===== src/mrpt_pkg.sv =====
`default_nettype none
package mrpt_pkg;
  localparam int unsigned W = 64;
  localparam int unsigned NSP = 12;
  localparam int unsigned NB = 7;
  localparam int unsigned SPW = 4;
  localparam int unsigned BW = 3;

  typedef logic [W-1:0] word_t;

  typedef enum logic [3:0] {
    ST_IDLE, ST_TRIAL, ST_DECOMP, ST_BASE, ST_PMUL, ST_PSQR, ST_CHECK,
    ST_SQR, ST_SQCHK, ST_DONE
  } state_e;

  function automatic logic [5:0] small_prime(input logic [SPW-1:0] i);
    logic [5:0] p;
    case (i)
      4'd0: p = 6'd2;
      4'd1: p = 6'd3;
      4'd2: p = 6'd5;
      4'd3: p = 6'd7;
      4'd4: p = 6'd11;
      4'd5: p = 6'd13;
      4'd6: p = 6'd17;
      4'd7: p = 6'd19;
      4'd8: p = 6'd23;
      4'd9: p = 6'd29;
      4'd10: p = 6'd31;
      4'd11: p = 6'd37;
      default: p = 6'd2;
    endcase
    return p;
  endfunction
endpackage
`default_nettype wire


===== src/mrpt_mulmod.sv =====
`default_nettype none
// bit-serial modular multiply, one bit of b per cycle
module mrpt_mulmod (
  input  wire logic          clk_i,
  input  wire logic          rst_ni,
  input  wire logic          start_i,
  input  wire mrpt_pkg::word_t a_i,
  input  wire mrpt_pkg::word_t b_i,
  input  wire mrpt_pkg::word_t m_i,
  output logic               done_o,
  output mrpt_pkg::word_t    r_o
);
  import mrpt_pkg::*;
  word_t r_q, r_d, b_q, b_d;
  logic [6:0] cnt_q, cnt_d;
  logic busy_q, busy_d, done_q, done_d;
  word_t dbl, room1, room2, s1;

  always_comb begin
    room1 = m_i - r_q;
    dbl = (r_q >= room1) ? (r_q - room1) : (r_q + r_q);
    room2 = m_i - a_i;
    s1 = (dbl >= room2) ? (dbl - room2) : (dbl + a_i);
    r_d = r_q;
    b_d = b_q;
    cnt_d = cnt_q;
    busy_d = busy_q;
    done_d = 1'b0;
    if (start_i) begin
      r_d = '0;
      b_d = b_i;
      cnt_d = 7'd64;
      busy_d = 1'b1;
    end else if (busy_q) begin
      r_d = b_q[W-1] ? s1 : dbl;
      b_d = {b_q[W-2:0], 1'b0};
      cnt_d = cnt_q - 7'd1;
      if (cnt_q == 7'd1) begin
        busy_d = 1'b0;
        done_d = 1'b1;
      end
    end
  end

  always_ff @(posedge clk_i or negedge rst_ni) begin
    if (!rst_ni) begin
      busy_q <= 1'b0;
      done_q <= 1'b0;
      cnt_q <= '0;
    end else begin
      busy_q <= busy_d;
      done_q <= done_d;
      cnt_q <= cnt_d;
    end
  end

  always_ff @(posedge clk_i) begin
    r_q <= r_d;
    b_q <= b_d;
  end

  assign done_o = done_q;
  assign r_o = r_q;
endmodule
`default_nettype wire


===== src/mrpt_trial.sv =====
`default_nettype none
// remainder of n by a small prime, one byte at a time from the top,
// quotient of each partial remainder by reciprocal multiply
module mrpt_trial (
  input  wire logic          clk_i,
  input  wire logic          rst_ni,
  input  wire logic          start_i,
  input  wire mrpt_pkg::word_t n_i,
  input  wire logic [5:0]    p_i,
  output logic               done_o,
  output logic               zero_o
);
  import mrpt_pkg::*;
  logic [5:0] rem_q, rem_d;
  word_t sh_q, sh_d;
  logic [13:0] x_q, x_d, q_q, q_d;
  logic [3:0] cnt_q, cnt_d;
  logic ph_q, ph_d;
  logic busy_q, busy_d, done_q, done_d;
  logic [19:0] recip;
  logic [13:0] x_new;
  logic [33:0] prod;
  logic [19:0] qp;
  logic [13:0] diff;

  // ceil(2^20 / p), exact quotient for any partial remainder below 2^14
  always_comb begin
    case (p_i)
      6'd2: recip = 20'd524288;
      6'd3: recip = 20'd349526;
      6'd5: recip = 20'd209716;
      6'd7: recip = 20'd149797;
      6'd11: recip = 20'd95326;
      6'd13: recip = 20'd80660;
      6'd17: recip = 20'd61681;
      6'd19: recip = 20'd55189;
      6'd23: recip = 20'd45591;
      6'd29: recip = 20'd36158;
      6'd31: recip = 20'd33826;
      default: recip = 20'd28340;
    endcase
  end

  always_comb begin
    x_new = {rem_q, sh_q[W-1:W-8]};
    prod = 34'(x_new) * 34'(recip);
    qp = 20'(q_q) * 20'(p_i);
    diff = x_q - qp[13:0];
    rem_d = rem_q;
    sh_d = sh_q;
    x_d = x_q;
    q_d = q_q;
    cnt_d = cnt_q;
    ph_d = ph_q;
    busy_d = busy_q;
    done_d = 1'b0;
    if (start_i) begin
      rem_d = '0;
      sh_d = n_i;
      cnt_d = 4'd8;
      ph_d = 1'b0;
      busy_d = 1'b1;
    end else if (busy_q) begin
      if (!ph_q) begin
        x_d = x_new;
        q_d = prod[33:20];
        sh_d = {sh_q[W-9:0], 8'd0};
        ph_d = 1'b1;
      end else begin
        rem_d = diff[5:0];
        cnt_d = cnt_q - 4'd1;
        ph_d = 1'b0;
        if (cnt_q == 4'd1) begin
          busy_d = 1'b0;
          done_d = 1'b1;
        end
      end
    end
  end

  always_ff @(posedge clk_i or negedge rst_ni) begin
    if (!rst_ni) begin
      busy_q <= 1'b0;
      done_q <= 1'b0;
      cnt_q <= '0;
      ph_q <= 1'b0;
    end else begin
      busy_q <= busy_d;
      done_q <= done_d;
      cnt_q <= cnt_d;
      ph_q <= ph_d;
    end
  end

  always_ff @(posedge clk_i) begin
    rem_q <= rem_d;
    sh_q <= sh_d;
    x_q <= x_d;
    q_q <= q_d;
  end

  assign done_o = done_q;
  assign zero_o = (rem_q == 6'd0);
endmodule
`default_nettype wire


===== src/miller_rabin_prime_test_64.sv =====
`default_nettype none
// miller-rabin primality test on one unsigned 64-bit word
// input: s_axis_tdata carries the candidate, output: m_axis_tdata bit 0 is
// is_prime (1 = judged prime). one result word per input word, in order.
// the block takes one word at a time: s_axis_tready is high only while the
// sequencer is idle. trial division by the twelve primes 2..37 runs a
// byte at a time; then n-1 is split into d*2^s; then each of the seven
// witness bases runs a square-and-multiply exponentiation with the
// bit-serial modular multiplier, plus up to s-1 squarings. the multiplier
// sets the rate of a full test. the result sits in an output register
// until m_axis_tready takes it; meanwhile the next word can be taken and
// tested, and its result waits until the output register frees.
// reset clears the sequencer and drops any pending result.
module miller_rabin_prime_test_64 (
  input  wire logic        clk_i,
  input  wire logic        rst_ni,
  input  wire logic        s_axis_tvalid_i,
  output logic             s_axis_tready_o,
  input  wire logic [63:0] s_axis_tdata_i,  // [63:0] candidate
  output logic             m_axis_tvalid_o,
  input  wire logic        m_axis_tready_i,
  output logic [7:0]       m_axis_tdata_o   // [0] is_prime, [7:1] zero
);
  import mrpt_pkg::*;
  state_e st_q, st_d;
  word_t n_q, n_d, d_q, d_d, e_q, e_d, x_q, x_d, bp_q, bp_d;
  logic [6:0] s_q, s_d, i_q, i_d;
  logic [SPW-1:0] sp_q, sp_d;
  logic [BW-1:0] bi_q, bi_d;
  logic res_q, res_d, ov_q, ov_d;
  logic vd_q, vd_d;
  logic go_q, go_d;
  logic mul_start, mul_done, trl_start, trl_done;
  word_t ma, mb, mr, nm1;
  logic tz;
  logic [5:0] p;

  assign nm1 = n_q - 64'd1;
  assign p = small_prime(sp_q);

  mrpt_mulmod u_mul (.clk_i, .rst_ni, .start_i(mul_start), .a_i(ma), .b_i(mb),
                     .m_i(n_q), .done_o(mul_done), .r_o(mr));
  mrpt_trial u_trial (.clk_i, .rst_ni, .start_i(trl_start), .n_i(n_q), .p_i(p),
                      .done_o(trl_done), .zero_o(tz));

  // next state
  always_comb begin
    st_d = st_q; n_d = n_q; d_d = d_q; e_d = e_q; x_d = x_q; bp_d = bp_q;
    s_d = s_q; i_d = i_q; sp_d = sp_q; bi_d = bi_q; res_d = res_q; ov_d = ov_q;
    vd_d = vd_q;
    go_d = 1'b0;
    if (ov_q && m_axis_tready_i) ov_d = 1'b0;
    case (st_q)
      ST_IDLE: if (s_axis_tvalid_i) begin
        n_d = s_axis_tdata_i;
        sp_d = '0;
        if (s_axis_tdata_i < 64'd2) begin
          vd_d = 1'b0; st_d = ST_DONE;
        end else begin
          go_d = 1'b1; st_d = ST_TRIAL;
        end
      end
      ST_TRIAL: if (trl_done) begin
        if (n_q == {58'd0, p}) begin
          vd_d = 1'b1; st_d = ST_DONE;
        end else if (tz) begin
          vd_d = 1'b0; st_d = ST_DONE;
        end else if (sp_q == SPW'(NSP-1)) begin
          d_d = nm1; s_d = '0; st_d = ST_DECOMP;
        end else begin
          sp_d = sp_q + 1'b1; go_d = 1'b1;
        end
      end
      ST_DECOMP: if (d_q[0]) begin
        bi_d = '0; st_d = ST_BASE;
      end else begin
        d_d = d_q >> 1; s_d = s_q + 7'd1;
      end
      ST_BASE: begin
        bp_d = {58'd0, small_prime({1'b0, bi_q})};
        x_d = 64'd1; e_d = d_q;
        st_d = ST_PMUL; go_d = 1'b1;
      end
      ST_PMUL: if (mul_done) begin
        if (e_q[0]) x_d = mr;
        go_d = 1'b1; st_d = ST_PSQR;
      end
      ST_PSQR: if (mul_done) begin
        bp_d = mr; e_d = e_q >> 1;
        if (e_q[63:1] == '0) st_d = ST_CHECK;
        else begin go_d = 1'b1; st_d = ST_PMUL; end
      end
      ST_CHECK: begin
        i_d = 7'd1;
        if (x_q == 64'd1 || x_q == nm1) st_d = ST_SQCHK;
        else if (s_q <= 7'd1) begin vd_d = 1'b0; st_d = ST_DONE; end
        else begin go_d = 1'b1; st_d = ST_SQR; end
      end
      ST_SQR: if (mul_done) begin
        x_d = mr;
        if (mr == nm1) st_d = ST_SQCHK;
        else if (i_q + 7'd1 >= s_q) begin vd_d = 1'b0; st_d = ST_DONE; end
        else begin i_d = i_q + 7'd1; go_d = 1'b1; end
      end
      ST_SQCHK: begin
        // base passed
        if (bi_q == BW'(NB-1)) begin vd_d = 1'b1; st_d = ST_DONE; end
        else begin bi_d = bi_q + 1'b1; st_d = ST_BASE; end
      end
      // hand the verdict over once the output register is free or draining
      ST_DONE: if (!ov_q || m_axis_tready_i) begin
        ov_d = 1'b1; res_d = vd_q; st_d = ST_IDLE;
      end
      default: st_d = ST_IDLE;
    endcase
  end

  // unit controls and operands
  always_comb begin
    mul_start = go_q && (st_q == ST_PMUL || st_q == ST_PSQR || st_q == ST_SQR);
    trl_start = go_q && (st_q == ST_TRIAL);
    ma = x_q;
    mb = bp_q;
    case (st_q)
      ST_PMUL: begin ma = x_q; mb = bp_q; end
      ST_PSQR: begin ma = bp_q; mb = bp_q; end
      ST_SQR: begin ma = x_q; mb = x_q; end
      default: begin ma = x_q; mb = bp_q; end
    endcase
  end

  always_ff @(posedge clk_i or negedge rst_ni) begin
    if (!rst_ni) begin
      st_q <= ST_IDLE;
      ov_q <= 1'b0;
      go_q <= 1'b0;
    end else begin
      st_q <= st_d;
      ov_q <= ov_d;
      go_q <= go_d;
    end
  end

  always_ff @(posedge clk_i) begin
    n_q <= n_d; d_q <= d_d; e_q <= e_d; x_q <= x_d; bp_q <= bp_d;
    s_q <= s_d; i_q <= i_d; sp_q <= sp_d; bi_q <= bi_d; res_q <= res_d;
    vd_q <= vd_d;
  end

  assign s_axis_tready_o = (st_q == ST_IDLE);
  assign m_axis_tvalid_o = ov_q;
  assign m_axis_tdata_o = {7'd0, res_q};
endmodule
`default_nettype wire

===== config.mk =====
export PLATFORM = sky130hd
export DESIGN_NAME = miller_rabin_prime_test_64
export DESIGN_NICKNAME = d
export VERILOG_FILES = /design/src/mrpt_pkg.sv /design/src/mrpt_mulmod.sv /design/src/mrpt_trial.sv /design/src/miller_rabin_prime_test_64.sv
export SDC_FILE = /design/constraint.sdc
export NUM_CORES = 2
export LEC_CHECK = 0
export BUFFER_PORTS_ARGS = -buffer_cell sky130_fd_sc_hd__clkbuf_2
export CORE_MARGIN = 1
export CORE_UTILIZATION = 35
export DETAILED_ROUTE_END_ITERATION = 16
export GPL_TIMING_DRIVEN = 0
export REMOVE_ABC_BUFFERS = 1
export SLEW_MARGIN = 30
export SYNTH_ARGS = -nofsm -noshare
export SYNTH_HDL_FRONTEND = slang
export SYNTH_SLANG_ARGS = --single-unit

===== constraint.sdc =====
create_clock -name clk_i -period 32.4 [get_ports clk_i]
set_input_delay 8.1 -clock clk_i [delete_from_list [all_inputs] [get_ports clk_i]]
set_output_delay 8.1 -clock clk_i [all_outputs]
set_load 0.03 [all_outputs]

==> summary.md <==
| Metric | Value |
|---|---|
| Synthesized flop and latch total | 586 |
| WHS Endpoint | res_q |
| Net Sw Power | 0.000363 W |
| Worst slew pin tran | 1.11 ns |
| Die extent in y | 401 um |
| Root buf cell | clkbuf_16 |
| Initial Util | 35.2% |
| Compound-cell area share of the yosys netlist | 18.3% |
| Synthesized area | 55800 sq um |
| Final routed DRC violation total | 0 |
| Total CTS buffers | 68 |
| Post-Synth XOR/XNOR Area | 8.78% |
| Sequential fraction of the synthesis area | 29.9% |
| Worst reg2reg endpoint | u_mul.r_o[52] |
| Post-Synth Simple-Gate Area | between 10% and 20% |
| Initial antenna violation count | 12 |
| PD cells | 26.6 nW/um^2 |
| Part of the power in registers | about 49% |
| Yosys cell types | 106 |
| CP most frequent cell | buf_4 |
| CP Launch Type | register |
| Worst Path Arrival | 15.64 ns |
| Static Leak | ~24 nW |
| Detailed placement HPWL | between 150 and 200 mm |
| Num Clock Sinks | 586 |
| GPL Wtd Cong | 0.979 |
| Rel. slew slack | 25.2% |
| Final hold viol count | 0 |
| Crit share post-route | between 40% and 50% |
| Crit-path max cell delay | 0.81 ns |
| Internal | between 0.001 and 0.0015 W |
| DR WL/cell | between 20 and 25 um |
| Area Overhead vs Synth | 10.4% |
| Synth warnings | 0 |
| Largest net degree at the start of global routing | 66 |
| Core area | between 150000 and 200000 sq um |
| Clk_skew | 0.0420 ns |
| Peak VDD IR | 0.0400 mV |
| Fraction of registers with async set/reset | 3.75% |
| Drt via density | approximately 5.7 |
| First-pass GRT wire length | roughly 280 mm |
| Max-Cap Viols | 0 |
| Worst Hold Class | register to register |
| Critical-path maximum fanout | 24 |
| CP Class | register to register |
| Largest family of logic cells by synthesized area | simple AND/OR/NAND/NOR gates |
| Top sig layer | met5 |
| Status | finished, final reports clean |
| WP data required | ~33 ns |
| Ranking of synthesized cells by area | edfxtp_1 (26%), ha_1 (8.9%), fa_1 (7.0%) |
| Via count | 47700 |
| Fin. max-slew vios | 0 |
| Die W | around 400 um |
| DRT iter0 DRCs | 5160 |
| R2r worst-path depth | 46 |
| Synthesized instance count | 6359 |
| Cell taking the most area after synthesis | edfxtp_1 |
| Worst hold path startpoint | vd_q |
| Number of enable flip-flop cells after synthesis | 483 |
| Hold Buf Count CTS | 0 |
| Most common cell in the netlist | nand2_1 |
| Slowest cell on crit path | a211oi_4 |
| Max Freq | between 60 and 70 MHz |
| Vias in the first global route | 46100 |
| Reg-to-reg setup timing slack | ~17 ns |
| Pwr Total | 0.00164 W |
| Die area | 161000 sq um |
| WL met1 | 85.3 mm |
| Share of layout cells above drive strength 1 | 7.07% |
| DR WL met3 | 12.5 mm |
| CTS tree | done |
| Worst skew pair latency | 0.70 ns |
| Congestion Overflow GR | 0 |
| # rows | 146 |
| Syn_area_per_cell | 8.77 sq um |
| Commonest cells post-synth | nand2_1 (730), edfxtp_1 (483), a21oi_1 (443), inv_1 (433), ha_1 (398) |
| Port buffer count | 70 |
| Met2 wire len | approximately 81 mm |
| Hold path depth | 0 |
| Logic gate share of total power | 0.6% |
| Yosys top cell area share | around a quarter |
| Sw frac | 22.1% |
| Clock power frac | ~50% |
| Cts repair resizes | 0 |
| Min Tclk post-route | between 15 and 20 ns |
| Initial DRT Pass Iterations | 6 |
| Critical path endpoint category | register |
| DRT Wirelength | 187 mm |
| Max Buffers Root-to-Sink | 3 |
| IO Count | 78 |
| Adder-cell area share of the yosys netlist | 16.2% |
| Clk pin slew, worst setup/hold paths | 0.06 ns |
| Synth Flop Type | edfxtp_1 |
| Post-synthesis mux area share | around 3.3% |
| Post-route ant nets | 0 |
| Unrepaired setup endpoints after global routing | no |
| Setup TNS | 0 ns |
| Final setup fails | 0 |
| H-tree depth | 3 |
| Critical R2R Launch | u_mul.r_o[1] |
| Tot GR Track Use | between 20 and 25% |
| Fin nets | 6945 |
| Post-CTS setup buffers | 0 |
## power by group through the flow
stage | registers (W) | clock network [W] | logic (W)
after floorplan | 0.000821 | 0 | 0.00000147
after global placement | 0.000821 | 0 | 0.00000993
after detailed placement | 0.000821 | 0 | 0.0000106
after CTS | 0.000805 | 0.000841 | 0.0000106
after global routing | 0.000805 | 0.000866 | 0.0000112
final | 0.000805 | 0.000825 | 0.0000106
## flip-flops by register name, summed over array words and instances (netlist names), 3 cells and up, named ones only
register	count
bi_q	3
bp_q	64
d_q	64
e_q	64
i_q	7
n_q	64
p	6
s_q	7
sp_q	4
st_q	4
u_mul.b_q	64
u_mul.cnt_q	7
u_mul.r_o	64
u_trial.cnt_q	4
u_trial.q_q	6
u_trial.rem_q	6
u_trial.sh_q	64
u_trial.x_q	6
x_q	64
## logic make-up after synthesis
| kind of cell | after synthesis |
|---|---|
| XOR/XNOR | 559 |
| adder cells (fa/ha/maj) | 610 |
| AND/OR/NAND/NOR | 2093 |
| multiplexers | 172 |
| AO/OA/AOI/OAI | 1606 |
| buffers and inverters | 732 |
| other | 1 |
| flip-flops | 586 |
## critical path, delay by kind of cell (launching register included)
kind	cells	cell delay [ns]
compound gates	19	6.56
xor+xnor	1	0.14
fa+ha+maj	3	1.12
buf+inv	7	1.50
flops	1	0.66
simple gates	16	4.90
## how the worst max path moves through the flow
stage                 start       endpoint  depth (start not counted)
2_1_floorplan       st_q[2]  u_mul.r_o[53]                         32
3_3_place_gp        st_q[2]  u_mul.r_o[56]                         34
3_5_place_dp   u_mul.r_o[1]  u_mul.r_o[52]                         46
4_1_cts        u_mul.r_o[1]  u_mul.r_o[52]                         46
5_1_grt        u_mul.r_o[1]  u_mul.r_o[52]                         46
6_report       u_mul.r_o[1]  u_mul.r_o[52]                         46
## metal layers
layer / GRT usage, % / vias to the layer above
li1: - / 22600
met2: 34.9 / 1610
met5: 0 / -
met4: 9.01 / 24
met3: 3.05 / 286
met1: 32.0 / 23200
## layout by cell type, fill, tap and decap left out, types with 84 or more instances in the layout
master      n
nand2_1   726
mux2i_1    86
mux2_2     84
o22ai_1    84
fa_1      195
a21o_1    216
xor2_1    211
nor2_1    351
nor3_1    138
edfxtp_1  483
o21ai_0   359
inv_1     430
ha_1      398
nand4_1   113
xnor2_1   348
nand3_1    96
a21oi_1   439
and2_1    202
## cell type report
class                           count  area [sq um]
Antenna cell                        1          2.50
Inverter                          433          1640
Timing Repair Buffer              148          1660
Clock inverter                     48           638
Clock buffer                       77          1750
Multi-Input combinational cell   5047         36600
Tap cell                         2072          2590
Sequential cell                   586         16700
Fill cell                       15800         96800
## stage by stage
step                util, %  cells  hold slack (ns)  area (sq um)  setup WS, ns
floorplan                 -   6066            0.400         54600         14.95
global placement       36.3   8208            0.458         57500          5.05
detailed placement     37.4   8286            0.435         59200         17.44
CTS                    38.9   8411            0.461         61600         17.37
global route           38.9   8411            0.475         61600         16.47
finish                 38.9   8412            0.446         61600         17.26
No activity file was read; power rests on OpenSTA's default activity.
